==> config.mk <==
export PLATFORM = sky130hd
export DESIGN_NAME = qau_sqrt
export DESIGN_NICKNAME = d
export VERILOG_FILES = /design/src/hw/rtl/qau_pkg.sv /design/src/hw/rtl/qau_sqrt.sv
export SDC_FILE = /design/constraint.sdc
export NUM_CORES = 2
export LEC_CHECK = 0
export BUFFER_PORTS_ARGS = -buffer_cell sky130_fd_sc_hd__clkbuf_2
export CAP_MARGIN = 10
export CORE_MARGIN = 10
export CORE_UTILIZATION = 58
export DETAILED_ROUTE_END_ITERATION = 8
export PLACE_DENSITY = 0.79
export SLEW_MARGIN = 40
export SYNTH_ARGS = -nofsm -noshare
export SYNTH_HDL_FRONTEND = slang
export SYNTH_MEMORY_MAX_BITS = 65536
export SYNTH_SLANG_ARGS = --single-unit
==> constraint.sdc <==
create_clock -name clk -period 6.49 [get_ports clk]
set_input_delay 1.298 -clock clk [delete_from_list [all_inputs] [get_ports clk]]
set_output_delay 1.298 -clock clk [all_outputs]
set_load 0.1 [all_outputs]
==> src/hw/rtl/qau_pkg.sv <==
// ----------------------------------------------------------------------------
// qau_pkg
// Shared widths, operation and status codes, beat types and saturation
// helpers for the quaternion arithmetic unit.
// ----------------------------------------------------------------------------
package qau_pkg;

  localparam int DATA_W = 32;
  localparam int FRAC_W = 16;
  localparam int NORM_W = DATA_W - 1;
  localparam int RAD_W  = 2 * DATA_W;
  localparam int ROOT_W = DATA_W;
  localparam int DEN_W  = DATA_W + 1;
  localparam int NUM_W  = DATA_W + FRAC_W;
  localparam int SAT_W  = 67;

  localparam logic [2:0] OP_ADD   = 3'd0;
  localparam logic [2:0] OP_SUB   = 3'd1;
  localparam logic [2:0] OP_HAM   = 3'd2;
  localparam logic [2:0] OP_SCALE = 3'd3;
  localparam logic [2:0] OP_DIV   = 3'd4;
  localparam logic [2:0] OP_NORM  = 3'd5;
  localparam logic [2:0] OP_MAG   = 3'd6;

  localparam logic [1:0] ST_OK   = 2'd0;
  localparam logic [1:0] ST_SAT  = 2'd1;
  localparam logic [1:0] ST_DIVZ = 2'd2;

  typedef logic [DATA_W-1:0] word_t;

  localparam word_t MAX_WORD = {1'b0, {(DATA_W-1){1'b1}}};
  localparam word_t MIN_WORD = {1'b1, {(DATA_W-1){1'b0}}};
  localparam logic signed [SAT_W-1:0] SAT_HI =
    {{(SAT_W-DATA_W+1){1'b0}}, {(DATA_W-1){1'b1}}};
  localparam logic signed [SAT_W-1:0] SAT_LO =
    {{(SAT_W-DATA_W+1){1'b1}}, {(DATA_W-1){1'b0}}};
  localparam logic [DEN_W-1:0] NORM_MAX = {2'b00, {NORM_W{1'b1}}};

  typedef struct packed {
    logic [2:0]  op;
    word_t [3:0] a;
    word_t [3:0] b;
    word_t       s;
  } req_t;

  typedef struct packed {
    logic [2:0]  op;
    word_t [3:0] a;
    word_t       s;
    word_t [3:0] rf;
    logic        f;
    logic        carry;
  } mid_t;

  typedef struct packed {
    logic [2:0]        op;
    logic [3:0]        neg;
    word_t [3:0]       rf;
    logic              f;
    logic              divz;
    logic [NORM_W-1:0] nv;
    logic              fmag;
  } tail_t;

  typedef struct packed {
    word_t [3:0]       r;
    logic [NORM_W-1:0] nv;
    logic [1:0]        status;
  } rsp_t;

  function automatic word_t sat_val(input logic signed [SAT_W-1:0] v);
    if (v > SAT_HI) begin
      return MAX_WORD;
    end else if (v < SAT_LO) begin
      return MIN_WORD;
    end
    return v[DATA_W-1:0];
  endfunction

  function automatic logic sat_ovf(input logic signed [SAT_W-1:0] v);
    return (v > SAT_HI) || (v < SAT_LO);
  endfunction

endpackage

==> src/hw/rtl/qau_sqrt.sv <==
// ----------------------------------------------------------------------------
// qau_sqrt
// Pipelined digit-by-digit integer square root, one root bit per stage.
// Gives the floor root and the remainder; a side word rides along.
// ----------------------------------------------------------------------------
module qau_sqrt import qau_pkg::*; #(
  parameter int SIDE_W = 8
) (
  input  logic              clk,
  input  logic              rst,
  input  logic              adv,
  input  logic              in_valid,
  input  logic [RAD_W-1:0]  rad,
  input  logic [SIDE_W-1:0] in_side,
  output logic              out_valid,
  output logic [ROOT_W-1:0] root,
  output logic [ROOT_W+1:0] rem,
  output logic [SIDE_W-1:0] out_side
);

  localparam int STEPS = ROOT_W;
  localparam int REM_W = ROOT_W + 2;

  logic              vld    [1:STEPS];
  logic [RAD_W-1:0]  rad_r  [1:STEPS];
  logic [ROOT_W-1:0] root_r [1:STEPS];
  logic [REM_W-1:0]  rem_r  [1:STEPS];
  logic [SIDE_W-1:0] side_r [1:STEPS];

  for (genvar j = 0; j < STEPS; j++) begin : g_step
    logic              sv;
    logic [RAD_W-1:0]  srad;
    logic [ROOT_W-1:0] sroot;
    logic [REM_W-1:0]  srem;
    logic [SIDE_W-1:0] sside;
    logic [REM_W+1:0]  sh;
    logic [REM_W+2:0]  df;
    logic              ge;

    if (j == 0) begin : g_first
      assign sv    = in_valid;
      assign srad  = rad;
      assign sroot = '0;
      assign srem  = '0;
      assign sside = in_side;
    end else begin : g_next
      assign sv    = vld[j];
      assign srad  = rad_r[j];
      assign sroot = root_r[j];
      assign srem  = rem_r[j];
      assign sside = side_r[j];
    end

    assign sh = {srem, srad[RAD_W-1-2*j -: 2]};
    assign df = {1'b0, sh} - {3'b000, sroot, 2'b01};
    assign ge = ~df[REM_W+2];

    always_ff @(posedge clk) begin
      if (rst) begin
        vld[j+1] <= 1'b0;
      end else if (adv) begin
        vld[j+1] <= sv;
      end
    end

    always_ff @(posedge clk) begin
      if (adv) begin
        rad_r[j+1]  <= srad;
        root_r[j+1] <= {sroot[ROOT_W-2:0], ge};
        rem_r[j+1]  <= ge ? df[REM_W-1:0] : sh[REM_W-1:0];
        side_r[j+1] <= sside;
      end
    end
  end

  assign out_valid = vld[STEPS];
  assign root      = root_r[STEPS];
  assign rem       = rem_r[STEPS];
  assign out_side  = side_r[STEPS];

endmodule

Word level (Yosys, flattened, before mapping):

Memories as Yosys holds them, arrays and structs flattened.
Cells that the tools add are included.

* bitwise gates (word level): 64
* shift-type cells: 0
* muxes and demuxes: 70
* $lt $le $gt $ge: 0
* add/subtract/negate cells: 32
* equal/unequal tests: 0
* divide/modulo/power cells: 0
* reductions and logical operators: 0
* $mul: 0

Operators with widths (number)
* 36-bit by 34-bit subtractor with 37-bit output: 31
* 34-bit 2-to-1 mux: 32
* 1-bit 2-to-1 mux: 38
* 1-bit inverter: 32
* 1-bit OR: 32
* 2-bit by 1-bit subtractor with 3-bit output, second input constant: 1

* memories: 5
* bits in latches: 0
* ROM bits: 0
* output and inout port bits: 75
* memory bits (writable): 4448
* flip-flop bits (word level): 0

Memories
* rad_r: depth 32, bits a word 64, rd ports 31, clocked after memory_dff 0, write ports 32, RTL line qau_sqrt.sv:25 `logic [RAD_W-1:0] rad_r [1:STEPS];`
* rem_r: depth 32, bits a word 34, rd ports 32, clocked after memory_dff 0, write ports 32, RTL line qau_sqrt.sv:27 `logic [REM_W-1:0] rem_r [1:STEPS];`
* root_r: depth 32, bits a word 32, rd ports 32, clocked after memory_dff 0, write ports 32, RTL line qau_sqrt.sv:26 `logic [ROOT_W-1:0] root_r [1:STEPS];`
* side_r: depth 32, bits a word 8, rd ports 32, clocked after memory_dff 0, write ports 32, RTL line qau_sqrt.sv:28 `logic [SIDE_W-1:0] side_r [1:STEPS];`
* vld: depth 32, bits a word 1, rd ports 32, clocked after memory_dff 0, write ports 32, RTL line qau_sqrt.sv:24 `logic vld [1:STEPS];`

Logic depth before layout (Yosys ltp):

* depth in word-level cells: 4
* depth in mapped cells: 14
* mapped depth without buffers: 13

Worst setup path after synthesis:

OpenSTA, ideal clock, no wires.

* path type: register -> register
* start: reg, netlist name rem_r[13][34]
* end: reg, netlist name rem_r[14][16]
* setup time: 0.260 ns
* data arrival time: 3.264 ns
* stages on the path, launching flop included: 12
* period minus slack after synthesis: 3.524 ns
* buffers on the path: 2
* path slack: 2.966 ns
* required time: 6.230 ns
* cell sequence: edfxtp_1 ha_1 nor2b_1 o31a_1 o31ai_1 o211ai_1 a21oi_1 nor2_1 a2111oi_0 clkbuf_1 buf_2 mux2_2

==> flow_summary.yaml <==
worst_setup_path:
  worstPathRequired_ns: 7.12
  crit_slowest_cell: "a2111oi_0"
  critPathCaptureType: "flop"
  crit_cells: 13
  reg2reg_to: "rem_r[11][23]"
  crit_chain: "ha_1, nor2b_1, o31a_1, o21ai_0, a2111oi_0, o2111ai_1, o21bai_1, a31oi_2, buf_4, inv_1, o21ai_1, a211oi_1, xor2_1"
  ff2ff_setup_slack_ns: 2.05
  crit_type: "flop to flop"
  cpLargestDelayFamily: "compound AO/OA/AOI/OAI gates"
  r2r_cells: 13
  crit_buf_inv: 2
  slowest_delay_ns: 0.79
  rr_startpoint: "rem_r[10][34]"
  critPathLaunchType: "flop"
  cp.arrival_ns: 5.07
  critPathMaxFanout: 40
routing:
  drt_first_iter_violations: 5521
  drc: 0
  drt_pass1_iterations: 7
  vias_per_cell: 5.708
  drt_wl_total_um: 240700
  wl_per_cell_um: 18.80
  ant_nets: 0
  vias: 73091
final_layout:
  area_growth_pct: 11.16
  stdcell_count: 12805
  fin_area_um2: 140600
  layout.nets: 10338
  drive_gt1_share_pct: 8.039
  num_antenna_cells: 0
run_status:
  outcome: "completed"
global_route:
  grt_use_met1_pct: 24.44
  grtUsageTotal_pct: 20.01
  grt_antenna_before_repair: 1
  met3_usage_pct: 2.780
  grtUsageMet2_pct: 35.82
  grt_pass1_vias: 73602
  grt_max_degree: 186
  grt_pass1_wl_um: 386700
  overflow: 0
  busiest_layer: "met2"
power_and_ir_drop:
  p_leak_nw: 53.44
  p_per_area_nw_per_um2: 365.7
  peakVddDrop_mv: 0.3695
clocking:
  cts_resized: 0
  clkLatencyLatePin_ns: 0.94
  postCtsSetupBuffers: 0
  clockBufferDepth: 4
  cts_htree_levels: 5
  clk_pin_slew_ns: 0.06
  cts.sinks: 2836
  holdBufCountCts: 0
  cts-root-buf: "clkbuf_16"
  cts_inserted_buffers: 303
  tritoncts: "yes"
logic_synthesis:
  yosysWarnings: 0
  synthArstFlopShare_pct: 0
  synth_top_cell_by_area: "edfxtp_1"
  syn_area_per_cell_um2: 13.47
  syn_inst: 9387
  synthFlopType: "edfxtp_1"
  synth-edff-count: 2836
  ys_types: 91
  syn_nets: 9991
  ys_ff_latch: 2836
  synth_area_leaders: "edfxtp_1, ha_1, xor2_1, xnor2_1, a21oi_1"
  synth_common_cells: "edfxtp_1, inv_1, nand2_1"
  yosysMostFrequentCell: "edfxtp_1"
  synth-seq-area-share_pct: 67.35
  yosysTopAreaCellShare_pct: 67.35
  syn-cell-area_um2: 126400
min_path:
  holdPathStages: 0
  hp-start: "rad_r[0][82]"
  min_path_type: "flop to flop"
  min_to: "rad_r[0][146]"
die:
  core_um2: 217000
  dieArea_um2: 237100
  start_util_pct: 58.28
  io_pins: 151
  rows: 171
  die_y_um: 486.9
  die_w_um: 486.9
timing:
  fin_crit_ns: 4.443
  skew_ns: 0.06368
  rsz0062_at_grt: "no"
  fin_ws_ns: 2.047
  max_slew_margin_pct: 41.77
  worst_pin_slew_ns: 0.8655
  period_share_pct: 68.46
  final-hold-violation-count: 0
  slew_viol_final: 0
  fmax_mhz: 225.1
  finalSetupViolCount: 0
  fin_tns_setup_ns: 0
placed_design:
  portBuffers: 150
  hpwlAfterDp_um: 166700
  place_area_um2: 130900
  dp.cells: 12278
  pre_cts_ws_ns: 2.176
  gp_congestion: 0.9072
run:
  max_cap_violations: 0
kinds of logic after synthesis:
| logic type | Yosys count | share of synthesized area, % |
|---|---|---|
| buf+inv | 874 | 2.611 |
| simple gates | 2369 | 9.149 |
| xor+xnor | 833 | 5.770 |
| compound gates | 1853 | 9.072 |
| other cells | 1 | 0.002966 |
| fa+ha+maj | 528 | 5.225 |
| flops | 2836 | 67.35 |
| mux | 93 | 0.8154 |
cell type report:
class / instances / area, µm²
tap: 2854 / 3571
timing repair buffer: 218 / 1584
inverter: 698 / 2620
clock inverter: 154 / 1459
clock buffer: 368 / 8039
fill: 15488 / 76400
multi-input combinational: 5677 / 38120
sequential: 2836 / 85160
metal layers:
metal  part of all wire, %  up-vias
met5                     0        -
met3                   3.7      572
met4                   4.1        0
li1                      -    35449
met2                    52     1643
met1                    41    35427
cell usage in the layout, fill, tap and decap left out, drive strengths merged, types with 32 or more instances in the layout:
cell type	Yosys	layout
or4	47	47
a31oi	48	48
o21a	114	114
clkinv	0	108
o21ai	512	512
xnor2	412	412
a21oi	547	547
and2	65	65
edfxtp	2836	2836
nor2	570	570
nor4	79	79
ha	528	528
mux2	80	80
xor2	421	421
or3	103	103
clkbuf	160	517
nand4	59	59
and3	53	53
o21bai	42	42
nand2b	145	145
a211oi	56	56
nand2	657	657
a21o	209	209
o211ai	32	32
o31ai	73	73
nor2b	87	87
inv	698	705
or2	42	42
nand3	144	144
nor3	233	233
buf	16	69
metrics by stage:
step           hold slack (ns)  util [%]  total power [W]
6_report                0.3923     64.78          0.05139
5_1_grt                 0.3900     64.78          0.05393
4_1_cts                 0.3888     64.72          0.05184
3_5_place_dp            0.4045     60.35          0.03506
3_3_place_gp            0.4002     60.32          0.03480
2_1_floorplan           0.4003         -          0.03203
worst max-delay path by stage:
stage	from	endpoint	slack, ns
2_1_floorplan	rem_r[13][34]	rem_r[14][16]	2.97
3_3_place_gp	rem_r[4][55]	rem_r[5][26]	2.18
3_5_place_dp	rem_r[10][34]	rem_r[11][23]	2.18
4_1_cts	rem_r[10][34]	rem_r[11][23]	2.06
5_1_grt	root_r[0][672]	rem_r[11][23]	1.76
6_report	rem_r[10][34]	rem_r[11][23]	2.05
worst reg2reg max path: stages (launching register included):
cell,delay (ns)
edfxtp_1,0.39
ha_1,0.36
nor2b_1,0.21
o31a_1,0.20
o21ai_0,0.18
a2111oi_0,0.79
o2111ai_1,0.27
o21bai_1,0.39
a31oi_2,0.14
buf_4,0.27
inv_1,0.26
o21ai_1,0.25
a211oi_1,0.32
xor2_1,0.11
state kept, by name, summed over array words and instances (netlist names):
signal	flops
rad_r	992
rem_r	1028
root_r	528
side_r	256
vld	32
power breakdown:
group / switching [W] / total, W / internal (W)
registers: 0.00139 / 0.0244 / 0.0231
clock network: 0.00671 / 0.0166 / 0.00988
logic: 0.00633 / 0.0104 / 0.00404
total: 0.0144 / 0.0514 / 0.0370
Note: power is estimated with default switching activity, not from simulation.
